===== config.mk =====
export PLATFORM = sky130hd
export DESIGN_NAME = dsct_cordic
export DESIGN_NICKNAME = d
export VERILOG_FILES = /design/src/rtl/core/dsct_pkg.sv /design/src/rtl/core/dsct_cordic.sv
export SDC_FILE = /design/constraint.sdc
export NUM_CORES = 2
export LEC_CHECK = 0
export BUFFER_PORTS_ARGS = -buffer_cell sky130_fd_sc_hd__buf_2
export CORE_ASPECT_RATIO = 1.1
export CORE_UTILIZATION = 30
export DETAILED_ROUTE_END_ITERATION = 7
export PLACE_DENSITY = 0.44
export SYNTH_ARGS = -nofsm -noshare
export SYNTH_HDL_FRONTEND = slang
export SYNTH_SLANG_ARGS = --single-unit

===== constraint.sdc =====
create_clock -name clk -period 6.9 [get_ports clk]
set_clock_uncertainty 0.05 [all_clocks]
set_input_delay 0.345 -clock clk [delete_from_list [all_inputs] [get_ports clk]]
set_output_delay 0.345 -clock clk [all_outputs]
set_load 0.1 [all_outputs]

===== src/rtl/core/dsct_pkg.sv =====
// Shared constants, types and functions for the degree sine/cosine/tangent core.
package dsct_pkg;

	localparam int CordicStages = 16;
	localparam int StW = (CordicStages > 1) ? $clog2(CordicStages) : 1;
	localparam int TurnUnits = 92160;
	localparam int QuarterUnits = 23040;
	localparam logic [26:0] RadMul = 27'd74961321;
	localparam logic [24:0] ZMul = 25'd18740330;
	localparam logic signed [33:0] CordicGain = 34'sd652032874;
	localparam logic [18:0] RadLimit = 19'd524287;
	localparam int QueueDepth = 4;
	localparam int QPtrW = $clog2(QueueDepth);

	// Width of the tangent quotient: up to 31+16 bit dividend.
	localparam int NumW = 48;
	localparam int DenW = 32;
	localparam int QuoW = 48;

	typedef logic [1:0] quad_t;

	// Item passed from the front part to the back part.
	typedef struct packed {
		logic signed [19:0] rad;
		quad_t               quad;
		logic signed [33:0]  z;
	} front_item_t;

	function automatic logic signed [33:0] atan_q30(input logic [4:0] idx);
		logic signed [33:0] v;
		case (idx)
			5'd0: v = 34'sd843314857;
			5'd1: v = 34'sd497837829;
			5'd2: v = 34'sd263043837;
			5'd3: v = 34'sd133525159;
			5'd4: v = 34'sd67021687;
			5'd5: v = 34'sd33543516;
			5'd6: v = 34'sd16775851;
			5'd7: v = 34'sd8388437;
			5'd8: v = 34'sd4194283;
			5'd9: v = 34'sd2097149;
			5'd10: v = 34'sd1048576;
			5'd11: v = 34'sd524288;
			5'd12: v = 34'sd262144;
			5'd13: v = 34'sd131072;
			5'd14: v = 34'sd65536;
			5'd15: v = 34'sd32768;
			5'd16: v = 34'sd16384;
			5'd17: v = 34'sd8192;
			5'd18: v = 34'sd4096;
			5'd19: v = 34'sd2048;
			5'd20: v = 34'sd1024;
			5'd21: v = 34'sd512;
			5'd22: v = 34'sd256;
			5'd23: v = 34'sd128;
			default: v = '0;
		endcase
		return v;
	endfunction

	// Round a Q1.30 value to Q1.15 and saturate.
	function automatic logic signed [15:0] sat_q15(input logic signed [33:0] v);
		logic signed [33:0] r;
		r = (v + 34'sd16384) >>> 15;
		if (r > 34'sd32767) return 16'sd32767;
		if (r < -34'sd32768) return -16'sd32768;
		return r[15:0];
	endfunction

endpackage


===== src/rtl/core/dsct_cordic.sv =====
// Pipelined CORDIC rotation with quadrant mapping to Q1.30 sine and cosine.
module dsct_cordic (
	input  logic                  clk,
	input  logic                  arst_n,
	input  logic                  adv,
	input  logic                  in_valid,
	input  dsct_pkg::front_item_t in_item,
	output logic                  out_valid,
	output logic signed [19:0]    rad,
	output logic signed [33:0]    s30,
	output logic signed [33:0]    c30
);
	import dsct_pkg::*;

	logic               v_s  [CordicStages+1];
	logic signed [33:0] x_s  [CordicStages+1];
	logic signed [33:0] y_s  [CordicStages+1];
	logic signed [33:0] z_s  [CordicStages+1];
	quad_t              q_s  [CordicStages+1];
	logic signed [19:0] r_s  [CordicStages+1];
	logic               vo_q;
	logic signed [19:0] rad_q;
	logic signed [33:0] s_q, c_q;

	assign v_s[0] = in_valid;
	assign x_s[0] = CordicGain;
	assign y_s[0] = '0;
	assign z_s[0] = in_item.z;
	assign q_s[0] = in_item.quad;
	assign r_s[0] = in_item.rad;

	// One registered micro-rotation per stage.
	for (genvar i = 0; i < CordicStages; i++) begin : g_stage
		logic               vr_q;
		logic signed [33:0] xr_q, yr_q, zr_q;
		quad_t              qr_q;
		logic signed [19:0] rr_q;
		always_ff @(posedge clk or negedge arst_n) begin
			if (!arst_n) vr_q <= 1'b0;
			else if (adv) vr_q <= v_s[i];
		end
		always_ff @(posedge clk) begin
			if (adv) begin
				if (!z_s[i][33]) begin
					xr_q <= x_s[i] - (y_s[i] >>> i);
					yr_q <= y_s[i] + (x_s[i] >>> i);
					zr_q <= z_s[i] - atan_q30(5'(i));
				end else begin
					xr_q <= x_s[i] + (y_s[i] >>> i);
					yr_q <= y_s[i] - (x_s[i] >>> i);
					zr_q <= z_s[i] + atan_q30(5'(i));
				end
				qr_q <= q_s[i];
				rr_q <= r_s[i];
			end
		end
		assign v_s[i+1] = vr_q;
		assign x_s[i+1] = xr_q;
		assign y_s[i+1] = yr_q;
		assign z_s[i+1] = zr_q;
		assign q_s[i+1] = qr_q;
		assign r_s[i+1] = rr_q;
	end

	// Quadrant symmetry.
	always_ff @(posedge clk or negedge arst_n) begin
		if (!arst_n) vo_q <= 1'b0;
		else if (adv) vo_q <= v_s[CordicStages];
	end
	always_ff @(posedge clk) begin
		if (adv) begin
			rad_q <= r_s[CordicStages];
			case (q_s[CordicStages])
				2'd0: begin s_q <= y_s[CordicStages];  c_q <= x_s[CordicStages];  end
				2'd1: begin s_q <= x_s[CordicStages];  c_q <= -y_s[CordicStages]; end
				2'd2: begin s_q <= -y_s[CordicStages]; c_q <= -x_s[CordicStages]; end
				default: begin s_q <= -x_s[CordicStages]; c_q <= y_s[CordicStages]; end
			endcase
		end
	end

	logic unused_z;
	assign unused_z = ^z_s[CordicStages];
	assign out_valid = vo_q;
	assign rad = rad_q;
	assign s30 = s_q;
	assign c30 = c_q;
endmodule


### After elaboration in Yosys (flattened, before gate mapping)

Cells that the tools add are included.

* $add $sub $neg: 92
* eq/ne operators: 2
* muxes and demuxes: 48
* reduce and logical (&&, ||, !) cells: 1

Operators by type and width (number)
* $mux 34: 46
* $pmux 34 s3: 2
* $add 34x19->34: 2
* $add 34x20->34: 2
* $add 34x21->34: 2
* $add 34x22->34: 2
* $add 34x22->34 const B: 2
* $add 34x23->34: 2
* $add 34x24->34: 2
* $add 34x25->34: 2
* $add 34x26->34: 2
* $add 34x27->34: 2
* $add 34x28->34: 2
* $add 34x29->34: 2
* $add 34x30->34: 2
* $add 34x30->34 const B: 2
* $add 34x31->34: 2
* $add 34x32->34: 2
* $neg 34->34: 2
* $sub 34x19->34: 2
* $sub 34x20->34: 2
* $sub 34x21->34: 2
* $sub 34x22->34: 2
* $sub 34x22->34 const B: 2
* other kinds (40): 51

* register bits: 2021

### Longest topological paths before layout

* depth in word-level cells: 2
* mapped depth: 22
* depth with buffers taken out: 22

### Worst setup path before layout

No wires, ideal clock.

* path kind: reg-to-reg
* from: reg g_stage[8].yr_q[9]
* to: reg g_stage[9].xr_q[33], data pin
* arrival: 4483 ps
* data required time: 6590 ps
* setup slack: 2108 ps
* cell stages (with the launch flop): 21
* buffers on the path: 0
* period minus slack after synthesis: 4792 ps
* cell sequence: edfxtp_1 inv_1 ha_1 nand2b_1 or4_1 nor3b_1 nand2_1 nor3_1 a21oi_1 xor2_1 ha_1 nand4_1 or2_2 or4_1 a31oi_1 nor3_1 o31a_1 o21a_1 o21ai_0 a21oi_1 xnor2_1

* longest elaborated chain between the ends: 2
* elaborated cells between the ends (all ways): 3

Ends and longest elaborated chain
* start, declared: RTL line dsct_cordic.sv:35 `logic signed [33:0] xr_q, yr_q, zr_q;`
* start signal, assigned: RTL line dsct_cordic.sv:46 `yr_q <= y_s[i] + (x_s[i] >>> i);`
* start signal, assigned: RTL line dsct_cordic.sv:50 `yr_q <= y_s[i] - (x_s[i] >>> i);`
* $sub 34x25->34 or $add 34x25->34 (tied branches): RTL line dsct_cordic.sv:45, dsct_cordic.sv:49
* $mux 34 *: RTL line dsct_cordic.sv:44 `if (!z_s[i][33]) begin`
* end signal, assigned: RTL line dsct_cordic.sv:45 `xr_q <= x_s[i] - (y_s[i] >>> i);`
* end signal, assigned: RTL line dsct_cordic.sv:49 `xr_q <= x_s[i] + (y_s[i] >>> i);`
* end, declared: RTL line dsct_cordic.sv:35

Mark *: on every way between the ends. The rest lies on a longest branch, timed or not.
A chain may end at the register's enable or synchronous reset.

### Worst setup path in the final report

Same ends and word-level chain as after synthesis.

==> results.sh <==
export IMPL_synth_compound_area_share_pct=17.9
export IMPL_clk_pin_slew_worst_paths_ns=0.06
export IMPL_status="completed"
export IMPL_min_path_type="primary input to flip-flop"
export IMPL_cts_sinks=1853
export IMPL_syn_to_final_growth_pct=12.4
export IMPL_setup_violations=0
export IMPL_fin_crit_ns=5.65
export IMPL_die_h_um=704
export IMPL_slew_headroom_pct=23.5
export IMPL_yosys_area_share_adder_pct=13.2
export IMPL_globalplace_congestion=0.891
export IMPL_synth_most_common_cell="edfxtp_1"
export IMPL_drcViolationCount=0
export IMPL_final_util_pct=33.9
export IMPL_synth_top_area_share_pct=41.1
export IMPL_met2_length_um=191000
export IMPL_syn_area_per_cell_um2=10.2
export IMPL_drtIter0Drc=4857
export IMPL_synth_area_um2=134000
export IMPL_wirelength_met1_um=143000
export IMPL_synth_top_family_by_area="compound AO/OA/AOI/OAI gates"
export IMPL_crit_fanout=5
export IMPL_ys_top_cells_by_area="edfxtp_1 (41%), ha_1 (13%), xnor2_1 (8.0%)"
export IMPL_synth_mux_area_share_pct=1.17
export IMPL_nNetsFinal=14985
export IMPL_async_reset_ff_share_pct=0.917
export IMPL_min_path_cells=4
export IMPL_place_inst=19170
export IMPL_drive_gt1_share_pct=5.42
export IMPL_worstPathRequired_ns=7.48
export IMPL_cts_root_buf="clkbuf_16"
export IMPL_drv_cap=0
export IMPL_arrival_ns=6.24
export IMPL_synth_simple_area_share_pct=12.0
export IMPL_synth_xor_area_share_pct=12.3
export IMPL_cts_tree="yes"
export IMPL_grt_usage_pct=15.6
export IMPL_grt_pass1_vias=96927
export IMPL_ctsLongestPathBuffers=4
export IMPL_fp_dieW_um=640
export IMPL_nFillCells=45372
export IMPL_tns_ns=0
export IMPL_drt_total_wl_um=360000
export IMPL_synthFlopType="edfxtp_1"
export IMPL_core_area_um2=445000
export IMPL_tightest_slew_ns=1.14
export IMPL_cp_start_kind="flip-flop"
export IMPL_grt_ovfl_total=0
export IMPL_ant_nets=0
export IMPL_dr_wl_met3_um=8660
export IMPL_io_buffer_count=148
export IMPL_synth_edff_count=1836
export IMPL_hpwlAfterDp_um=285000
export IMPL_die_area_um2=450000
export IMPL_drv_slew=0
export IMPL_timing_fmax_mhz=177
export IMPL_vias=97174
export IMPL_instances_no_fill=19680
export IMPL_synth_seq_cells=1853
export IMPL_final_area_um2=151000
export IMPL_hold_viol=0
export IMPL_period_share_pct=81.9
export IMPL_vias_per_cell=4.94
export IMPL_syn_num_nets=14622
export IMPL_start_util_pct=30.2
export IMPL_synth_top_cell_by_area="edfxtp_1"
export IMPL_antenna_found_initial=2
export IMPL_drt_pass1_iter_count=6
export IMPL_ff2ff_path_depth=20
export IMPL_clk_latency_ns=0.95
export IMPL_synth_cells=13169
export IMPL_rows=257
export IMPL_grt_max_degree=169
export IMPL_numCtsBuffers=226
export IMPL_io_pins=149
export IMPL_post_drt_wl_per_cell_um=18.3
export IMPL_rsz0062_at_grt="no"
export IMPL_critical_path_class="flip-flop to flip-flop"
export IMPL_dpl_instance_area_um2=143000
export IMPL_r2r_setup_slack_ns=1.25
export IMPL_synthTopCellsByCount="edfxtp_1 (1836), a21oi_1 (1400), ha_1 (1350)"
export IMPL_topRoutingLayerUsed="met4"
export IMPL_ys_warn_count=0
export IMPL_synthDistinctLibCells=96
export IMPL_h_tree_depth=4
export IMPL_grt_pass1_wl_um=557000
export IMPL_ys_seq_area_share_pct=41.4
export IMPL_crit_path_end_kind="flip-flop"
-- logic make-up (layout without fill, tap and decap cells) --
kind of cell | after synthesis | count (layout)
AO/OA/AOI/OAI | 3823 | 3823
XOR/XNOR | 1879 | 1879
adder cells (fa/ha/maj) | 1393 | 1393
buffers and inverters | 737 | 1289
flip-flops | 1853 | 1853
multiplexers | 145 | 145
other | 1 | 3
AND/OR/NAND/NOR | 3338 | 3338
-- stage by stage --
stage                     setup WS, ns  hold slack, ns
after global routing             0.748          0.0678
after CTS                         1.20         0.00217
after global placement            1.23           0.235
final                             1.25           0.106
after detailed placement          1.22           0.236
after floorplan                   2.11       -0.000591
-- metal layers --
layer / vias up / track usage [%]
li1: 49683 / -
met1: 45564 / 16.7
met2: 1292 / 30.6
met3: 635 / 1.51
met4: 0 / 6.79
met5: - / 0
-- layout by cell type, fill, tap and decap left out, drive strengths merged, types with 47 or more instances in the layout --
master / Yosys / layout
nand4: 101 / 101
mux2i: 66 / 66
or3: 85 / 85
buf: 45 / 240
o21ai: 636 / 636
nor2b: 204 / 204
dlygate4sd3: 0 / 91
a31oi: 145 / 145
xnor2: 1231 / 1231
mux2: 77 / 77
nand2: 616 / 616
nand3: 194 / 194
edfxtp: 1836 / 1836
a21boi: 49 / 49
nand2b: 193 / 193
and3: 106 / 106
o41ai: 47 / 47
clkbuf: 151 / 278
xor2: 647 / 647
and2: 64 / 64
inv: 537 / 549
ha: 1350 / 1350
a211oi: 143 / 143
o211ai: 58 / 58
nor4: 78 / 78
nor3b: 51 / 51
a21o: 633 / 633
o21bai: 134 / 134
nor3: 325 / 325
o21a: 217 / 217
nor2: 1163 / 1163
a21oi: 1400 / 1400
clkinv: 4 / 93
-- sequential cells by signal (all words and copies together), names as in the netlist --
register and cells:
g_stage.rr_q 320, s30 34, g_stage.qr_q 32, g_stage.vr_q 16, c30 34, g_stage.xr_q 488, g_stage.zr_q 397, rad 20
g_stage.yr_q 511, out_valid 1
-- what timing repair did --
action	4_1_cts	5_1_grt
hold buffers	91	0
setup buffers	0	0
endpoints found under the hold margin	116	0
endpoints found under the setup margin	0	0
resized for setup	0	0
-- final timing paths --
check                                          start              endpoint
worst max-delay path              g_stage[8].yr_q[9]   g_stage[9].xr_q[33]
worst min-delay path                     in_item[21]   g_stage[0].zr_q[21]
worst max register to register    g_stage[8].yr_q[9]   g_stage[9].xr_q[33]
worst min register to register  g_stage[11].rr_q[15]  g_stage[12].rr_q[15]
max in group asynchronous                     arst_n      g_stage[13].vr_q
min in group asynchronous                     arst_n       g_stage[1].vr_q
-- final cells by class --
type	instances	area, um2	share of cell area (%)
inverter	541	2030	1.35
multi-input combinational	10579	76000	50.3
timing repair buffer	331	2470	1.64
antenna	2	5.00	0.00332
sequential	1853	55600	36.8
tap	5957	7450	4.94
clock inverter	139	1450	0.961
clock buffer	278	6020	3.99
-- worst max-delay path: stages, from the launching register on --
cell      delay, ns
edfxtp_1       0.46
inv_1          0.09
ha_1           0.16
nand2b_1       0.08
or4_1          0.49
nor3b_1        0.47
nand2_1        0.21
nor3_1         0.42
a21oi_1        0.14
xor2_1         0.16
ha_1           0.39
nand4_1        0.18
or2_2          0.35
or4_1          0.50
a31oi_1        0.24
nor3_1         0.12
o31a_1         0.33
o21a_1         0.20
o21ai_0        0.14
a21oi_1        0.10
xnor2_1        0.13
Power is not shown: default switching activity piles up to over one toggle a cycle in this logic, so the estimate is an artifact.
