`config.mk`:
```
export PLATFORM = sky130hd
export DESIGN_NAME = dsct_queue
export DESIGN_NICKNAME = d
export VERILOG_FILES = /design/src/rtl/core/dsct_pkg.sv /design/src/rtl/core/dsct_queue.sv
export SDC_FILE = /design/constraint.sdc
export NUM_CORES = 1
export LEC_CHECK = 0
export ABC_AREA = 1
export BUFFER_PORTS_ARGS = -buffer_cell sky130_fd_sc_hd__buf_2
export CORE_MARGIN = 10
export CORE_UTILIZATION = 45
export DETAILED_ROUTE_END_ITERATION = 16
export HOLD_SLACK_MARGIN = 0.03
export PLACE_DENSITY = 0.73
export SKIP_CTS_REPAIR_TIMING = 1
export SYNTH_ARGS = -nofsm -noshare
export SYNTH_HDL_FRONTEND = slang
export SYNTH_SLANG_ARGS = --single-unit
```
`constraint.sdc`:
```
create_clock -name clk -period 5 [get_ports clk]
set_input_delay 0.75 -clock clk [delete_from_list [all_inputs] [get_ports clk]]
set_output_delay 0.75 -clock clk [all_outputs]
set_load 0.03 [all_outputs]
```
`src/rtl/core/dsct_pkg.sv`:
```
// Shared constants, types and functions for the degree sine/cosine/tangent core.
package dsct_pkg;

	localparam int CordicStages = 16;
	localparam int StW = (CordicStages > 1) ? $clog2(CordicStages) : 1;
	localparam int TurnUnits = 92160;
	localparam int QuarterUnits = 23040;
	localparam logic [26:0] RadMul = 27'd74961321;
	localparam logic [24:0] ZMul = 25'd18740330;
	localparam logic signed [33:0] CordicGain = 34'sd652032874;
	localparam logic [18:0] RadLimit = 19'd524287;
	localparam int QueueDepth = 4;
	localparam int QPtrW = $clog2(QueueDepth);

	// Width of the tangent quotient: up to 31+16 bit dividend.
	localparam int NumW = 48;
	localparam int DenW = 32;
	localparam int QuoW = 48;

	typedef logic [1:0] quad_t;

	// Item passed from the front part to the back part.
	typedef struct packed {
		logic signed [19:0] rad;
		quad_t               quad;
		logic signed [33:0]  z;
	} front_item_t;

	function automatic logic signed [33:0] atan_q30(input logic [4:0] idx);
		logic signed [33:0] v;
		case (idx)
			5'd0: v = 34'sd843314857;
			5'd1: v = 34'sd497837829;
			5'd2: v = 34'sd263043837;
			5'd3: v = 34'sd133525159;
			5'd4: v = 34'sd67021687;
			5'd5: v = 34'sd33543516;
			5'd6: v = 34'sd16775851;
			5'd7: v = 34'sd8388437;
			5'd8: v = 34'sd4194283;
			5'd9: v = 34'sd2097149;
			5'd10: v = 34'sd1048576;
			5'd11: v = 34'sd524288;
			5'd12: v = 34'sd262144;
			5'd13: v = 34'sd131072;
			5'd14: v = 34'sd65536;
			5'd15: v = 34'sd32768;
			5'd16: v = 34'sd16384;
			5'd17: v = 34'sd8192;
			5'd18: v = 34'sd4096;
			5'd19: v = 34'sd2048;
			5'd20: v = 34'sd1024;
			5'd21: v = 34'sd512;
			5'd22: v = 34'sd256;
			5'd23: v = 34'sd128;
			default: v = '0;
		endcase
		return v;
	endfunction

	// Round a Q1.30 value to Q1.15 and saturate.
	function automatic logic signed [15:0] sat_q15(input logic signed [33:0] v);
		logic signed [33:0] r;
		r = (v + 34'sd16384) >>> 15;
		if (r > 34'sd32767) return 16'sd32767;
		if (r < -34'sd32768) return -16'sd32768;
		return r[15:0];
	endfunction

endpackage

```
`src/rtl/core/dsct_queue.sv`:
```
// Short queue of front items between the front and back parts.
module dsct_queue (
	input  logic                  clk,
	input  logic                  arst_n,
	input  logic                  in_valid,
	output logic                  in_ready,
	input  dsct_pkg::front_item_t in_item,
	output logic                  out_valid,
	input  logic                  out_ready,
	output dsct_pkg::front_item_t out_item
);
	import dsct_pkg::*;

	front_item_t        mem_q [QueueDepth];
	logic [QPtrW-1:0]   wp_q, rp_q;
	logic [QPtrW:0]     cnt_q;
	logic               wr, rd;

	assign in_ready  = cnt_q != (QPtrW+1)'(QueueDepth);
	assign out_valid = cnt_q != '0;
	assign wr = in_valid && in_ready;
	assign rd = out_valid && out_ready;
	assign out_item = mem_q[rp_q];

	// Pointers and fill count.
	always_ff @(posedge clk or negedge arst_n) begin
		if (!arst_n) begin
			wp_q <= '0; rp_q <= '0; cnt_q <= '0;
		end else begin
			if (wr) wp_q <= wp_q + 1'b1;
			if (rd) rp_q <= rp_q + 1'b1;
			cnt_q <= cnt_q + (QPtrW+1)'(wr) - (QPtrW+1)'(rd);
		end
	end

	always_ff @(posedge clk) begin
		if (wr) mem_q[wp_q] <= in_item;
	end
endmodule

```
# After elaboration in Yosys (flattened, before gate mapping)

Memories as Yosys holds them, arrays and structs flattened.
Index checks and enable logic that the tools add are counted.

Register bits after elaboration: 7
Bits in writable memories: 224
Logic and storage cells: 14
Memories: 1

Add/sub/neg operators: 4
Eq/ne operators: 1
Mux-type cells: 2
Reduce and logical (&&, ||, !) cells: 3

Memory list:

| name  | words | bits a word | read ports | clocked after memory_dff | write ports | line             | RTL |
|---|---|---|---|---|---|---|---|
| mem_q | 4     | 56          | 1          | 0                        | 1           | dsct_queue.sv:14 | `front_item_t mem_q [QueueDepth];` |

Operators with widths:

| kind                                                          | count |
|---|---|
| 2-bit by 1-bit adder with 2-bit output, second input constant | 2 |
| 3-bit by 1-bit adder with 3-bit output                        | 1 |
| 3-bit inequality test, second input constant                  | 1 |
| 3-bit nonzero test                                            | 1 |
| 3-bit by 1-bit subtractor with 3-bit output                   | 1 |
| 1-bit logical AND                                             | 2 |
| 1-bit two-way mux                                             | 2 |

# Logic depth before layout (Yosys ltp)

Gate-level depths: netlist of the first run.

Word-level depth: 4
Mapped depth: 12

# Worst setup path before layout of the first run

OpenSTA, ideal clock, no wires.

Kind: reg-to-reg
Start point: register cnt_q[1]
End point: memory mem_q[0][0] in the netlist's numbering, enable pin
Arrival time: 3.324 ns
Required time: 4.530 ns
Slack: 1.205 ns
Stages on the path, launching flop included: 5
Cell sequence: dfrtp_1 -> nor2_1 -> nand2_1 -> nand2_1 -> nor2_1

Longest elaborated chain between the ends: 4

RTL lines:

| what                                    | line             | RTL |
|---|---|---|
| start, declared                         | dsct_queue.sv:16 | `logic [QPtrW:0] cnt_q;` |
| start signal, assigned                  | dsct_queue.sv:32 | `cnt_q <= cnt_q + (QPtrW+1)'(wr) - (QPtrW+1)'(rd);` |
| 3-bit inequality test                   | dsct_queue.sv:19 | `assign in_ready = cnt_q != (QPtrW+1)'(QueueDepth);` |
| via in_ready                            | dsct_queue.sv:6  | `output logic in_ready,` |
| 1-bit logical AND                       | dsct_queue.sv:21 | `assign wr = in_valid && in_ready;` |
| 1-bit two-way mux                       | dsct_queue.sv:37 | `if (wr) mem_q[wp_q] <= in_item;` |
| 1-bit two-way mux (not written as such) | dsct_queue.sv:37 |  |
| end, declared                           | dsct_queue.sv:14 |  |

The timed path passes the listed nets, and every way through them passes these cells.

==> run summary, run 1 <==
Tmin final = 3.479 ns
H-Tree Level Count = 1
total power = 7.113 mW
flop2flop setup slack = 2.47 ns
first-pass GRT wire length = 28.54 mm
CTS buffer count = 24
synth warn = 0
Seq/Total Area, Yosys = 74.72%
PwrDens = 655.9 nW/µm²
wire per inst = 15.50 µm
drt pass-1 iters = 4
maximum clock frequency = 287.4 MHz
Post-DP HPWL = 10.76 mm
Slew Limit Fails = 0
crit share post-route = 69.58%
Worst Hold Class = input port to asynchronous set/reset pin
Worst slew margin = 34.31%
Top FF cell, synth = edfxtp_1
Die X = 163.3 µm
Mapped Area = 9236 µm²
die height = 163.3 µm
final setup fails = 0
largest net degree at the start of global routing = 79
Vias/cell = 4.766
clock slew at reported path FFs = 0.06 ns
Row Count = 52
Sw Pwr = 2.749 mW
worst path arrival time = 2.73 ns
Post-synth EDFFs = 224
number of global-route vias before repair = 5634
LEAKAGE = 4.371 nW
final WL = 18.13 mm
clock share of power = 26.1%
Core Region = 20230 µm²
critical path data required time = 4.25 ns
residual DRC count = 0
peak supply drop = 0.4438 mV
Worst-Skew Late Latency = 0.50 ns
nets@finish = 948
CTS tree = done
Final Core Density = 53.60%
initial antenna violation count = 3
Hold Slack = 0.07007 ns
die area = 26660 µm²
Mapped Cells = 768
Sequential Power Share = 38.1%
status = finished, final reports clean
number of max-cap violations = 0
setup_tns = 0 ns
most area-consuming cells after synthesis = edfxtp_1, nand2_1, o21ai_0
IO Count = 118
final hold violations = 0
clk_skew = 0.009546 ns
CP Launch Type = flip-flop
ratio of cells with drive above 1 in the final layout = 18.60%
share of the synthesized area in the top cell type = 72.83%
initial core utilization = 45.65%
cell taking the most area after synthesis = edfxtp_1
initial DRC count = 393
Worst Path Max Fanout = 78
unrepaired setup endpoints after global routing = no
CP Class = flip-flop to primary output
gpl congestion = 0.7312
R2R depth = 5
asr flop ratio synth = 3.030%
Int Pwr = 4.365 mW
CP endpoint kind = primary output
Synth cell types = 16
commonest cells in the synthesized netlist = edfxtp_1, nand2_1, nor2_1
top-count cell post-synth = edfxtp_1
number of nets with antenna violations after routing = 0
clk root buf = clkbuf_16
via count = 5576
syn nets = 835
Syn Area/Cell = 12.03 µm²
Area Overhead vs Synth = 17.42%
Gate power share = 35.8%
remaining global-route overflow = 0
GRT Overall Usage = 13.29%
CTS sink count = 231
CTS Buffer Depth = 3
IO Port Bufs = 117
worst slew pin tran = 0.9839 ns
Yosys reg bits = 231
Sw Ratio = 38.64%
## layer usage
metal  track usage (%)  share of wire [%]
met1             15.52                 41
met3             3.952                6.6
met4             3.320                1.8
met2             23.39                 50
met5                 0              0.050
## through the flow
step,setup WS [ns],instances,cell area (µm²)
finish,1.521,1170,10850
global route,1.267,1169,10840
CTS,1.486,1168,10840
detailed placement,2.027,1125,10010
global placement,2.130,1125,10010
floorplan,1.205,768,9236
## final cells by class
type | count | area, µm²
timing repair buffer | 124 | 638.1
clock buffer | 27 | 633.1
inverter | 72 | 272.8
multi-input combinational | 428 | 1852
fill | 1672 | 9389
clock inverter | 16 | 201.4
sequential | 231 | 6905
antenna | 2 | 5.005
tap | 270 | 337.8
## flip-flops by register name, summed over array words and instances, names as in the netlist
name,flops
cnt_q,3
rp_q,2
mem_q,224
wp_q,2
## path summary, 6_finish.rpt
kind                                startpoint                endpoint
max in group asynchronous               arst_n     rp_q[0]$_DFFE_PN0P_
max reg2reg                 cnt_q[1]$_DFF_PN0_  mem_q[0][38]$_DFFE_PP_
min reg2reg                 cnt_q[0]$_DFF_PN0_      cnt_q[0]$_DFF_PN0_
min                                     arst_n     rp_q[1]$_DFFE_PN0P_
max                        rp_q[0]$_DFFE_PN0P_            out_item[21]
min in group clk                   in_item[36]  mem_q[2][36]$_DFFE_PP_
## cells by family (layout without fill, tap and decap cells)
family                     Yosys count  in the layout  synth area share, %
AOI/OAI and AO/OA                  112            112                6.069
adders and majority gates            7              7                1.030
buffers and inverters              109            239                5.554
DFF                                231            231                74.72
other                                0              2                    0
and+or+nand+nor                    309            309                12.63
## power groups by stage
stage	Sequential (mW)	Clock [mW]	Combinational, mW
2_1_floorplan	2.69	0	1.98
3_3_place_gp	2.74	0	2.55
3_5_place_dp	2.76	0	2.58
4_1_cts	2.72	1.89	2.60
5_1_grt	2.75	1.98	2.84
6_report	2.71	1.85	2.55
## critical path, cell delays in order (launching register included)
cell	delay [ns]
dfrtp_4	0.82
buf_4	0.70
nor2_1	0.13
nor2_1	0.12
o21ai_0	0.09
nand2_1	0.11
buf_2	0.21
## placed cells by master, fill, tap and decap left out, types with 4 or more instances in the layout
cell type	count
clkbuf_16	25
nand2_1	187
clkinv_1	5
o21ai_1	5
bufinv_16	5
buf_4	7
clkinv_2	5
nor2_4	4
buf_2	117
o21ai_0	107
nor2_1	113
edfxtp_1	224
dfrtp_1	6
ha_1	6
nand3_1	5
inv_1	70
Power figures use the tool's default switching activity.
==> run 2, diff against run 1 <==
PLACE_DENSITY = 0.75   (was 0.73)
clock period = 2.8 ns   (was 5 ns; I/O delays follow)
==> run summary, run 2 (synthesis gave the netlist of run 1 again) <==
placed cell areas = 10120 µm² (+1.2%)
biggest regs = mem_q: 224 flops, cnt_q: 3 flops
Core Region = 20230 µm² (unchanged)
final setup fails = 0 (unchanged)
CP max stage cell = dfrtp_4
initial DRC count = 362 (-7.9%)
die area = 26660 µm² (unchanged)
maximum clock frequency = 397.4 MHz
clock slew at reported path FFs = 0.06 ns (about the same)
final WL = 18.22 mm (+0.51%)
Post-DP HPWL = 10.37 mm (-3.6%)
CTS Buffer Depth = 3 (unchanged)
R2R depth = 10 (+5)
ratio of cells with drive above 1 in the final layout = 18.92% (+0.32 points)
initial antenna violation count = 2 (-1)
Slew Limit Fails = 0 (unchanged)
CTS tree = done
CTS sink count = 231 (unchanged)
number of global-route vias before repair = 5611 (-0.41%)
final hold violations = 0 (unchanged)
nets@finish = 954 (+0.63%)
clk root buf = clkbuf_16
H-Tree Level Count = 1 (unchanged)
WHS Path Cells = 1
GRT Overall Usage = 13.35% (+0.065 points)
WP buf/inv = 2 (unchanged)
Gate power share = 37.1% (+1.3 points)
Sw Pwr = 5.007 mW (+82%)
Post-Place Cells = 1129 (+0.36%)
LEAKAGE = 4.425 nW (+1.2%)
wire per inst = 15.49 µm (about the same)
Area Overhead vs Synth = 18.96%
residual DRC count = 0 (unchanged)
Worst-Skew Late Latency = 0.51 ns (about the same)
CP Class = flip-flop to primary output
cell family with most CP delay = flip-flops
Row Count = 52 (unchanged)
drt pass-1 iters = 4 (unchanged)
CTS buffer count = 25 (+4.2%)
peak supply drop = 0.7237 mV (+63%)
PwrDens = 1179 nW/µm² (+80%)
CP peak stage delay = 0.63 ns (-0.19 ns)
first-pass GRT wire length = 28.63 mm (+0.32%)
most frequent cells in the layout = edfxtp_1, nand2_1, buf_2
Design Area, Final = 10990 µm² (+1.3%)
die height = 163.3 µm (unchanged)
Worst Path Max Fanout = 75 (-3.8%)
remaining global-route overflow = 0 (unchanged)
Tmin final = 2.516 ns
IO Port Bufs = 117 (unchanged)
worst slew pin tran = 0.4709 ns (-0.5129 ns)
number of max-cap violations = 0 (unchanged)
crit share post-route = 89.86%
critical path data required time = 2.38 ns (-1.87 ns)
Worst slew margin = 68.60% (+34 points)
worst path arrival time = 2.10 ns (-0.63 ns)
initial core utilization = 45.65% (unchanged)
unrepaired setup endpoints after global routing = no
IO Count = 118 (unchanged)
Sw Ratio = 38.65% (about the same)
CP Launch Type = flip-flop
Worst Hold Class = input port to flip-flop
Vias/cell = 4.791 (+0.52%)
Die X = 163.3 µm (unchanged)
setup_tns = 0 ns (unchanged)
worst path cell trace = buf_12, nand2_1, o21ai_0, nand2_1, nand2_1, buf_2
CP endpoint kind = primary output
Biggest register = mem_q
Levels on crit path = 6 (unchanged)
status = finished, final reports clean
Sequential Power Share = 36.9% (-1.2 points)
via count = 5634 (+1.0%)
most common cell after layout, fill and taps aside = edfxtp_1
number of nets with antenna violations after routing = 0 (unchanged)
clk_skew = 0.01002 ns (+0.0004779 ns)
gpl congestion = 0.7269 (-0.59%)
Int Pwr = 7.946 mW (+82%)
clock share of power = 26.0% (about the same)
Non-Filler Instances = 1176 (+0.51%)
largest net degree at the start of global routing = 76 (-3.8%)
most numerous cell on the critical path = nand2_1
max FFs per register = 224 (unchanged)
[run 2: cell count changes in the layout (fill, tap and decap cells not counted)]
cell,previous run,this run
clkinv_4,0,2
dlygate4sd3_1,0,1
clkbuf_1,2,4
buf_12,0,7
clkinv_2,5,2
buf_4,7,4
clkinv_1,5,4
inv_6,0,1
[run 2: power groups by stage]
stage / sequential, mW / clock [mW] / combinational, mW
3_3_place_gp: 4.82 / 0 / 4.81
4_1_cts: 4.78 / 3.45 / 4.92
5_1_grt: 4.83 / 3.61 / 5.33
6_report: 4.77 / 3.37 / 4.81
3_5_place_dp: 4.85 / 0 / 4.89
2_1_floorplan: 4.77 / 0 / 3.55
[run 2: worst paths after layout]
kind | slack, ns | end | start
max | 0.28 | out_item[14] | rp_q[0]$_DFFE_PN0P_
min | 0.12 | mem_q[1][54]$_DFFE_PP_ | in_item[54]
max reg2reg | 0.57 | cnt_q[2]$_DFF_PN0_ | cnt_q[1]$_DFF_PN0_
min reg2reg | 0.51 | cnt_q[0]$_DFF_PN0_ | cnt_q[0]$_DFF_PN0_
max in group asynchronous | 2.36 | rp_q[0]$_DFFE_PN0P_ | arst_n
min in group asynchronous | 0.27 | wp_q[0]$_DFFE_PN0P_ | arst_n
[run 2: final cells by class]
type                       count  area (µm²)
antenna                        2       5.005
clock buffer                  29       640.6
clock inverter                15       209.0
fill                        1662        9246
inverter                      72       272.8
multi-input combinational    428        1852
sequential                   231        6905
tap                          270       337.8
timing repair buffer         129       765.7
[run 2: through the flow]
stage	setup slack (ns)	hold slack, ns	total power, mW	utilization [%]
detailed placement	0.5758	0.2643	9.739	50.03
finish	0.2838	0.1167	12.95	54.30
global route	0.1142	0.09643	13.77	54.28
CTS	0.2511	-0.2878	13.15	54.23
floorplan	-0.1096	0.1244	8.318	-
global placement	0.6347	0.2608	9.633	50.03
[run 2: layer usage]
layer	wire, µm	up-vias	track usage [%]
met5	0	-	0
met4	372	0	3.934
met3	1388	30	3.448
met2	9120	168	23.93
met1	7341	2629	15.33
li1	-	2807	-
