### config.mk
export PLATFORM = sky130hd
export DESIGN_NAME = dsct_front
export DESIGN_NICKNAME = d
export VERILOG_FILES = /design/src/rtl/core/dsct_pkg.sv /design/src/rtl/core/dsct_front.sv
export SDC_FILE = /design/constraint.sdc
export NUM_CORES = 1
export LEC_CHECK = 0
export CAP_MARGIN = 20
export CORE_ASPECT_RATIO = 1.5
export CORE_MARGIN = 1
export CORE_UTILIZATION = 65
export DETAILED_ROUTE_END_ITERATION = 12
export DONT_BUFFER_PORTS = 1
export PLACE_DENSITY = 0.82
export SLEW_MARGIN = 20
export SYNTH_ARGS = -nofsm -noshare
export SYNTH_HDL_FRONTEND = slang
export SYNTH_SLANG_ARGS = --single-unit
### constraint.sdc
create_clock -name clk -period 9.3 [get_ports clk]
set_input_delay 1.86 -clock clk [delete_from_list [all_inputs] [get_ports clk]]
set_output_delay 1.86 -clock clk [all_outputs]
set_load 0.01 [all_outputs]
### src/rtl/core/dsct_pkg.sv
// Shared constants, types and functions for the degree sine/cosine/tangent core.
package dsct_pkg;

	localparam int CordicStages = 16;
	localparam int StW = (CordicStages > 1) ? $clog2(CordicStages) : 1;
	localparam int TurnUnits = 92160;
	localparam int QuarterUnits = 23040;
	localparam logic [26:0] RadMul = 27'd74961321;
	localparam logic [24:0] ZMul = 25'd18740330;
	localparam logic signed [33:0] CordicGain = 34'sd652032874;
	localparam logic [18:0] RadLimit = 19'd524287;
	localparam int QueueDepth = 4;
	localparam int QPtrW = $clog2(QueueDepth);

	// Width of the tangent quotient: up to 31+16 bit dividend.
	localparam int NumW = 48;
	localparam int DenW = 32;
	localparam int QuoW = 48;

	typedef logic [1:0] quad_t;

	// Item passed from the front part to the back part.
	typedef struct packed {
		logic signed [19:0] rad;
		quad_t               quad;
		logic signed [33:0]  z;
	} front_item_t;

	function automatic logic signed [33:0] atan_q30(input logic [4:0] idx);
		logic signed [33:0] v;
		case (idx)
			5'd0: v = 34'sd843314857;
			5'd1: v = 34'sd497837829;
			5'd2: v = 34'sd263043837;
			5'd3: v = 34'sd133525159;
			5'd4: v = 34'sd67021687;
			5'd5: v = 34'sd33543516;
			5'd6: v = 34'sd16775851;
			5'd7: v = 34'sd8388437;
			5'd8: v = 34'sd4194283;
			5'd9: v = 34'sd2097149;
			5'd10: v = 34'sd1048576;
			5'd11: v = 34'sd524288;
			5'd12: v = 34'sd262144;
			5'd13: v = 34'sd131072;
			5'd14: v = 34'sd65536;
			5'd15: v = 34'sd32768;
			5'd16: v = 34'sd16384;
			5'd17: v = 34'sd8192;
			5'd18: v = 34'sd4096;
			5'd19: v = 34'sd2048;
			5'd20: v = 34'sd1024;
			5'd21: v = 34'sd512;
			5'd22: v = 34'sd256;
			5'd23: v = 34'sd128;
			default: v = '0;
		endcase
		return v;
	endfunction

	// Round a Q1.30 value to Q1.15 and saturate.
	function automatic logic signed [15:0] sat_q15(input logic signed [33:0] v);
		logic signed [33:0] r;
		r = (v + 34'sd16384) >>> 15;
		if (r > 34'sd32767) return 16'sd32767;
		if (r < -34'sd32768) return -16'sd32768;
		return r[15:0];
	endfunction

endpackage

### src/rtl/core/dsct_front.sv
// Front part: converts to radians and reduces the angle into one quadrant.
module dsct_front (
	input  logic                       clk,
	input  logic                       arst_n,
	input  logic                       in_valid,
	output logic                       in_ready,
	input  logic signed [17:0]         angle_deg,
	output logic                       out_valid,
	input  logic                       out_ready,
	output dsct_pkg::front_item_t      out_item
);
	import dsct_pkg::*;

	logic               v_s1, v_s2, v_s3;
	logic               adv;
	logic signed [17:0] a_s1;
	logic [17:0]        mag_s1;
	logic [43:0]        prod_s2;
	logic               neg_s2, neg_s3;
	logic [17:0]        m_comb;
	logic [16:0]        m_s2;
	logic [14:0]        r_comb;
	quad_t              quad_comb, quad_s3;
	logic [18:0]        rq_comb;
	logic signed [19:0] rad_s3;
	logic [39:0]        zp_s3;
	logic [14:0]        r_s3;
	logic [19:0]        rad_mag;

	// Whole front pipeline moves together when its last stage can leave.
	assign adv = !v_s3 || out_ready;
	assign in_ready = adv;

	// Reduce modulo one turn; the input spans less than one and a half turns each way.
	always_comb begin
		if (a_s1 < 0) begin
			if (-$signed({a_s1[17], a_s1}) > 19'sd92160)
				m_comb = 18'(19'($signed({a_s1[17], a_s1}) + 19'sd184320));
			else if (-$signed({a_s1[17], a_s1}) == 19'sd92160)
				m_comb = '0;
			else
				m_comb = 18'(19'($signed({a_s1[17], a_s1}) + 19'sd92160));
		end else if (a_s1 >= 18'sd92160) begin
			m_comb = 18'(a_s1 - 18'sd92160);
		end else begin
			m_comb = 18'(a_s1);
		end
	end

	always_comb begin
		if (m_s2 >= 17'd69120) begin
			quad_comb = 2'd3; r_comb = 15'(m_s2 - 17'd69120);
		end else if (m_s2 >= 17'd46080) begin
			quad_comb = 2'd2; r_comb = 15'(m_s2 - 17'd46080);
		end else if (m_s2 >= 17'd23040) begin
			quad_comb = 2'd1; r_comb = 15'(m_s2 - 17'd23040);
		end else begin
			quad_comb = 2'd0; r_comb = m_s2[14:0];
		end
	end

	assign rad_mag = 20'((prod_s2 + 44'd8388608) >> 24);
	assign rq_comb = (rad_mag > {1'b0, RadLimit}) ? RadLimit : rad_mag[18:0];

	// Three stages: capture, multiply and reduce, quadrant split.
	always_ff @(posedge clk or negedge arst_n) begin
		if (!arst_n) begin
			v_s1 <= 1'b0; v_s2 <= 1'b0; v_s3 <= 1'b0;
		end else if (adv) begin
			v_s1 <= in_valid; v_s2 <= v_s1; v_s3 <= v_s2;
		end
	end

	always_ff @(posedge clk) begin
		if (adv) begin
			a_s1    <= angle_deg;
			mag_s1  <= angle_deg[17] ? 18'(-angle_deg) : 18'(angle_deg);
			prod_s2 <= 44'(mag_s1) * 44'(RadMul);
			neg_s2  <= a_s1[17];
			m_s2    <= m_comb[16:0];
			neg_s3  <= neg_s2;
			rad_s3  <= neg_s2 ? -$signed({1'b0, rq_comb}) : $signed({1'b0, rq_comb});
			quad_s3 <= quad_comb;
			r_s3    <= r_comb;
		end
	end

	assign zp_s3 = 40'(r_s3) * 40'(ZMul) + 40'd128;
	assign out_valid = v_s3;
	assign out_item.rad  = rad_s3;
	assign out_item.quad = quad_s3;
	assign out_item.z    = $signed({2'b00, zp_s3[39:8]});

	logic unused_neg;
	assign unused_neg = neg_s3;
endmodule

[Word level (Yosys, flattened, before mapping)]
Index checks and enable logic that the tools add are counted.
Word-level totals
  register bits: 138
  latch bits: 0
  RAM bits: 0
  memory bits (read-only): 0
  input bits: 22
  output and inout bits: 58
  logic and storage cells: 50
  memories kept: 0
Operators by class
  add/subtract/negate cells: 11
  multipliers: 2
  divide/modulo/power cells: 0
  $lt $le $gt $ge: 7
  equality and inequality tests: 1
  shift operators: 0
  mux-type cells: 12
  bitwise operators: 0
  reduce and logical (&&, ||, !) cells: 3
Operators with widths (count)
  $mux 17: 5
  $mux 15: 3
  $add 44x24->44 const B: 1
  $mul 18x27->44 const B: 1
  $add 40x8->40 const B: 1
  $mul 15x24->39 const B: 1
  $mux 19: 2
  $add 17x17->17 const B: 2
  $gt 20x19->1 const B: 1
  $neg 19->20: 1
  $eq 19x18->1 const B: 1
  $gt 19x18->1 const B: 1
  $neg 18->19: 1
  $ge 18x18->1 const B: 1
  $lt 18x1->1 const B: 1
  $neg 18->18: 1
  $ge 17x15->1 const B: 1
  $ge 17x16->1 const B: 1
  $ge 17x17->1 const B: 1
  $sub 17x17->17 const B: 1
  $sub 15x12->15 const B: 1
  $sub 15x14->15 const B: 1
  $sub 15x15->15 const B: 1
  $mux 1: 2
  3 further kinds: 3

[Longest topological paths before layout]
Gate-level depths: netlist of run 1.
  depth in word-level cells: 5
  gate-level depth with buffers: 25
  gate-level depth less buffers: 24

[Least setup slack after synthesis of run 1]
OpenSTA, ideal clock, no wires.
  path type: flip-flop to output port
  from: register r_s3[4]
  to: output out_item[20] (netlist name)
  data arrival time: 6.669 ns
  required time: 7.440 ns
  path slack: 0.771 ns
  stages on the path, launching flop included: 24
  path buffers: 1
  cells stage by stage: edfxtp_1 > fa_1 > inv_1 > fa_1 > inv_1 > fa_1 > fa_1 > fa_1 > inv_1 > fa_1 > inv_1 > ha_1 > buf_2 > a21oi_1 > o221ai_1 > a221o_1 > a41oi_1 > xor2_1 > nand3b_2 > nor3b_4 > or4b_1 > a21oi_1 > o21ai_1 > xor2_1
RTL lines
  from (decl): line dsct_front.sv:27  | logic [14:0] r_s3;
  from (signal assigned): line dsct_front.sv:84  | r_s3 <= r_comb;
  to (decl): line dsct_front.sv:10  | output dsct_pkg::front_item_t out_item

==> results.sh, run 1 <==
export IMPL_drcViolationCount=0
export IMPL_fin_area_um2=21100
export IMPL_track_usage_pct=32.7
export IMPL_clock_sinks=114
export IMPL_synth_most_common_cell="inv_1"
export IMPL_crit_type="flip-flop to output port"
export IMPL_max_stage_delay_ns=0.61
export IMPL_synth_compound_area_share_pct=8.99
export IMPL_areaGrowthSynthToFinish_pct=6.47
export IMPL_gp_routability_congestion=1.00
export IMPL_yosys_warnings=0
export IMPL_synth_edf_count=111
export IMPL_clk_pin_slew_ns=0.06
export IMPL_synth_mux_area_share_pct=0.474
export IMPL_reg2reg_slack_ns=1.74
export IMPL_nNetsFinal=2552
export IMPL_worstMarginPinSlew_ns=0.863
export IMPL_cts_htree_levels=4
export IMPL_worst_hold_path_type="flip-flop to flip-flop"
export IMPL_critPathLaunch="r_s3[3]$_DFFE_PP_"
export IMPL_dpl_cell_area_um2=20100
export IMPL_cts_buffer_depth=2
export IMPL_max_freq_ghz=0.110
export IMPL_crit_path_end="out_item[31]"
export IMPL_synth_common_cells="inv_1 (410), ha_1 (326), fa_1 (280)"
export IMPL_post_synth_top_area_cell="fa_1"
export IMPL_r2r_end="prod_s2[43]$_DFFE_PP_"
export IMPL_postRouteAntennaNets=0
export IMPL_async_reset_ff_share_pct=2.63
export IMPL_synthXorXnorAreaFrac_pct=6.56
export IMPL_synth_top_area_share_pct=28.3
export IMPL_clock_skew_ns=0.00965
export IMPL_dp_hpwl_um=41000
export IMPL_synth_area_um2=19800
export IMPL_synth_adder_area_share_pct=48.9
export IMPL_maxCapViolations=0
export IMPL_cts_inserted_buffers=17
export IMPL_min_period_ns=9.07
export IMPL_finalSetupTns_ns=0
export IMPL_placementRows=77
export IMPL_die_area_um2=31200
export IMPL_end_kind="output port"
export IMPL_clk_latency_ns=0.43
export IMPL_outcome="complete, no violations"
export IMPL_grt_first_pass_wirelength_um=75500
export IMPL_critPathRequiredTime_ns=7.44
export IMPL_drt_iter0_markers=645
export IMPL_avgSynthCellArea_um2=10.3
export IMPL_slew_headroom_pct=41.9
export IMPL_cts_tree="built"
export IMPL_cp_top_family="adder cells"
export IMPL_critical_path_arrival_ns=7.21
export IMPL_cp_slowest_cell="fa_1"
export IMPL_finalCritPeriodShare_pct=97.5
export IMPL_post_drt_via_cell_ratio=5.91
export IMPL_cpMostUsedCell="fa_1"
export IMPL_drive_gt1_share_pct=6.92
export IMPL_drv_slew=0
export IMPL_initial_core_util_pct=66.6
export IMPL_grt_antenna_before_repair=0
export IMPL_die_w_um=145
export IMPL_io_buffers=0
export IMPL_pin_count=80
export IMPL_pre_cts_slack_ns=0.218
export IMPL_crit_buf_inv=7
export IMPL_ys_ff_latch=114
export IMPL_wire_per_inst_um=20.5
export IMPL_seq_area_frac_synth_pct=17.2
export IMPL_synth_simple_gate_area_share_pct=8.79
export IMPL_hold_viol=0
export IMPL_vias=13773
export IMPL_ys_types=92
export IMPL_core_um2=29800
export IMPL_cts_root_buffer="clkbuf_16"
export IMPL_synthCells=1931
export IMPL_wl_um=47900
export IMPL_synth_top_family_by_area="adder cells"
export IMPL_cp_max_fo=7
export IMPL_start_kind="flip-flop"
export IMPL_grt_max_degree=68
export IMPL_drt_pass1_iter_count=7
export IMPL_reg2reg_from="mag_s1[7]$_DFFE_PP_"
export IMPL_setup_viol=0
export IMPL_ys_top_cells_by_area="fa_1 (28%), ha_1 (21%), edfxtp_1 (17%)"
export IMPL_r2r_cells=20
export IMPL_grt_pass1_vias=14798
export IMPL_yosys_most_used_dff="edfxtp_1"
export IMPL_timing_final_ws_setup_ns=0.231
export IMPL_cp_depth=25
export IMPL_grt_ovfl_total=0
export IMPL_die_y_um=216
[placed cells by master, fill, tap and decap left out, drive strengths merged, types with 5 or more instances in the layout]
master,Yosys,final
o21bai,11,11
o21a,6,6
a211oi,8,8
nand3,35,35
nor2,60,60
a21oi,66,66
or3,14,14
o22ai,6,6
o21ai,64,64
edfxtp,111,111
nor3,19,19
and2,8,8
inv,410,416
a221o,5,5
or2,8,8
and4,5,5
buf,19,26
xor2,59,59
o211ai,5,5
nand4,20,20
o31ai,7,7
clkbuf,34,17
a31oi,8,8
nor3b,7,7
a221oi,7,7
nand2,91,91
xnor2,86,86
nor2b,8,8
fa,280,280
nand2b,14,14
and3,21,21
a22oi,6,6
a21o,21,21
nor4,12,12
mux2i,6,6
ha,326,326
[cell type report]
cell class	count	area (um2)
multi-input cells	1355	14900
flip-flops and latches	114	3410
clock inverters	14	128
clock buffers	17	425
diodes	1	2.50
repair buffers	26	195
fillers	2192	8670
inverters	410	1540
well taps	395	494
[through the flow]
step                      util (%)  cells  hold slack (ns)
after floorplan                  -   1932            0.427
after global placement        67.7   2284            0.434
after detailed placement      67.7   2284            0.437
after CTS                     69.7   2319            0.453
after global routing          70.9   2331            0.461
final                         70.9   2332            0.451
[logic make-up after synthesis]
| logic type | after synthesis |
|---|---|
| xor+xnor | 145 |
| flops | 114 |
| compound gates | 259 |
| simple gates | 333 |
| other cells | 1 |
| mux | 9 |
| buf+inv | 463 |
| fa+ha+maj | 607 |
[sequential cells by signal, indices dropped and copies added (netlist names)]
signal / count
m_s2: 17
prod_s2: 21
rad_s3: 20
a_s1: 18
r_s3: 15
v_s2: 1
mag_s1: 17
neg_s2: 1
quad_s3: 2
v_s1: 1
out_valid: 1
[worst min path at each step]
stage	end	slack [ns]	depth (start not counted)	from
6_report	m_s2[1]$_DFFE_PP_	0.45	0	a_s1[1]$_DFFE_PP_
5_1_grt	m_s2[10]$_DFFE_PP_	0.46	0	a_s1[10]$_DFFE_PP_
4_1_cts	m_s2[10]$_DFFE_PP_	0.45	0	a_s1[10]$_DFFE_PP_
3_5_place_dp	m_s2[5]$_DFFE_PP_	0.44	0	a_s1[5]$_DFFE_PP_
3_3_place_gp	r_s3[8]$_DFFE_PP_	0.43	0	m_s2[8]$_DFFE_PP_
2_1_floorplan	r_s3[0]$_DFFE_PP_	0.43	0	m_s2[0]$_DFFE_PP_
[per-layer routing]
layer / up-vias / wire [um] / GRT usage [%]
met5: - / 0 / 0
met1: 6861 / 15800 / 31.6
li1: 6359 / - / -
met2: 366 / 26700 / 62.0
met4: 0 / 3720 / 22.4
met3: 187 / 1760 / 4.48
[what timing repair did]
item	4_1_cts	5_1_grt
cloned	0	0
hold buffers	0	0
endpoints found under the setup margin	3	15
gates resized for setup	7	47
pin swaps	3	12
buffers inserted	4	12
Power of run 1 is not shown: default switching activity piles up to over one toggle a cycle in this logic, so the estimate is an artifact.
==> inputs of run 2 (changes only) <==
RECOVER_POWER = 50   (was not set)
==> results.sh, run 2 (synthesized netlist as in run 1, its figures left out) <==
export IMPL_outcome="finished with violations"
export IMPL_violations="capacitance limit, slew limit"
export IMPL_dpl_cell_area_um2=20100
export IMPL_pin_count=80
export IMPL_holdBufCountCts=0
export IMPL_drive_gt1_share_pct=6.77
export IMPL_end_kind="output port"
export IMPL_die_w_um=145
export IMPL_grt_ovfl_total=0
export IMPL_cts_htree_levels=4
export IMPL_cp_max_fo=10
export IMPL_crit_type="flip-flop to output port"
export IMPL_layout_common_cells="inv_1 (409), ha_1 (317), fa_1 (280)"
export IMPL_r2r_cells=20
export IMPL_finalCritPeriodShare_pct=97.2
export IMPL_postRouteAntennaNets=0
export IMPL_critPathRequiredTime_ns=7.44
export IMPL_grt_pass1_vias=14798
export IMPL_cts_root_buffer="clkbuf_16"
export IMPL_met3_usage_pct=4.48
export IMPL_drt_pass1_iter_count=5
export IMPL_drv_slew=49
export IMPL_largest_register="prod_s2"
export IMPL_gr_usage_met1_pct=31.6
export IMPL_drt_iter0_markers=631
export IMPL_busiest_layer="met2"
export IMPL_cts_buffer_depth=2
export IMPL_drcViolationCount=0
export IMPL_clock_skew_ns=0.00853
export IMPL_slew_headroom_pct=-80.9
export IMPL_die_area_um2=31200
export IMPL_vias=13803
export IMPL_die_y_um=216
export IMPL_critical_path_arrival_ns=7.18
export IMPL_track_usage_pct=32.7
export IMPL_multi_input_area_um2=14900
export IMPL_placementRows=77
export IMPL_grt_first_pass_wirelength_um=75500
export IMPL_nNetsFinal=2552
export IMPL_worst_hold_path_type="flip-flop to flip-flop"
export IMPL_regArea_um2=3410
export IMPL_maxCapViolations=1
export IMPL_start_kind="flip-flop"
export IMPL_grt_util_met2_pct=62.0
export IMPL_wire_per_inst_um=20.5
export IMPL_wl_um=47900
export IMPL_max_freq_ghz=0.111
export IMPL_grt_max_degree=68
export IMPL_core_um2=29800
export IMPL_cts_inserted_buffers=17
export IMPL_largest_reg_flops=21
export IMPL_final_common_cell="inv_1"
export IMPL_min_period_ns=9.04
export IMPL_dp_hpwl_um=41000
export IMPL_clock_sinks=114
export IMPL_cts_tree="built"
export IMPL_hold_viol=0
export IMPL_min_path_cells=0
export IMPL_io_buffers=0
export IMPL_setup_viol=0
export IMPL_hold_worst_slack_ns=0.451
export IMPL_n_fill_cell=2195
export IMPL_fin_area_um2=21100
export IMPL_clk_pin_slew_ns=0.06
export IMPL_areaGrowthSynthToFinish_pct=6.40
export IMPL_post_drt_via_cell_ratio=5.92
export IMPL_initial_core_util_pct=66.6
export IMPL_grt_antenna_before_repair=0
export IMPL_clk_latency_ns=0.43
export IMPL_worstMarginPinSlew_ns=2.71
export IMPL_reg_top3="prod_s2: 21 flops, rad_s3: 20 flops, a_s1: 18 flops"
export IMPL_gp_routability_congestion=1.00
-- run 2: changes by cell type in the layout (fill, tap and decap cells not counted) --
cell      previous run  this run
nand2b_1            13        14
and2_0               0         1
buf_4               26        24
and2_1               7         6
nand2b_4             1         0
clkbuf_1             0         2
-- run 2: what timing repair did --
item | CTS | global route
pin swaps | 3 | 12
setup endpoints to repair | 3 | 15
resized for setup | 7 | 47
hold endpoints to repair | 0 | 0
buffers inserted | 4 | 12
-- run 2: critical path, cell delays in order, from the launching register on --
cell and delay, ns:
edfxtp_1 0.43, fa_1 0.63, inv_1 0.11, fa_1 0.53, inv_1 0.05, fa_1 0.51
fa_1 0.44, fa_1 0.55, inv_1 0.05, fa_1 0.49, inv_1 0.06, ha_4 0.35
and3_1 0.24, nand3_1 0.19, nor3_2 0.31, a22oi_1 0.16, a21oi_1 0.22, xor2_1 0.24
nor3b_4 0.28, buf_4 0.15, a31oi_1 0.07, a211o_1 0.27, nor2_1 0.11, xnor2_1 0.13
buf_4 0.14
-- run 2: worst paths after layout --
| check | from | end | slack (ns) |
|---|---|---|---|
| max reg2reg | mag_s1[7]$_DFFE_PP_ | prod_s2[43]$_DFFE_PP_ | 1.74 |
| min reg2reg | a_s1[1]$_DFFE_PP_ | m_s2[1]$_DFFE_PP_ | 0.45 |
| min | a_s1[1]$_DFFE_PP_ | m_s2[1]$_DFFE_PP_ | 0.45 |
| min in group asynchronous | arst_n | out_valid$_DFFE_PN0P_ | 1.12 |
| max | r_s3[4]$_DFFE_PP_ | out_item[31] | 0.26 |
| max in group asynchronous | arst_n | v_s1$_DFFE_PN0P_ | 8.11 |
-- run 2: area by class of cell --
type / count / share of cell area, %
flip-flops and latches: 114 / 16.2
well taps: 395 / 2.34
clock inverters: 14 / 0.605
clock buffers: 17 / 2.02
diodes: 1 / 0.0119
repair buffers: 26 / 0.890
inverters: 410 / 7.30
multi-input cells: 1355 / 70.7
-- run 2: metrics by stage --
stage	utilization, %	setup TNS [ns]	cells	worst slack [ns]
after global placement	67.7	0	2284	0.352
final	70.8	0	2332	0.262
after detailed placement	67.7	0	2284	0.218
after CTS	69.7	0	2319	0.0152
after global routing	70.8	-0.0552	2331	-0.0465
after floorplan	-	0	1932	0.771
-- run 2: routing by layer --
metal / wire, um / part of all wire [%] / vias up
met5: 0 / 0 / -
met4: 3660 / 7.6 / 0
met3: 1710 / 3.6 / 186
met2: 26700 / 56 / 379
met1: 15800 / 33 / 6878
li1: - / - / 6360
Power of run 2 is left out for the same reason.
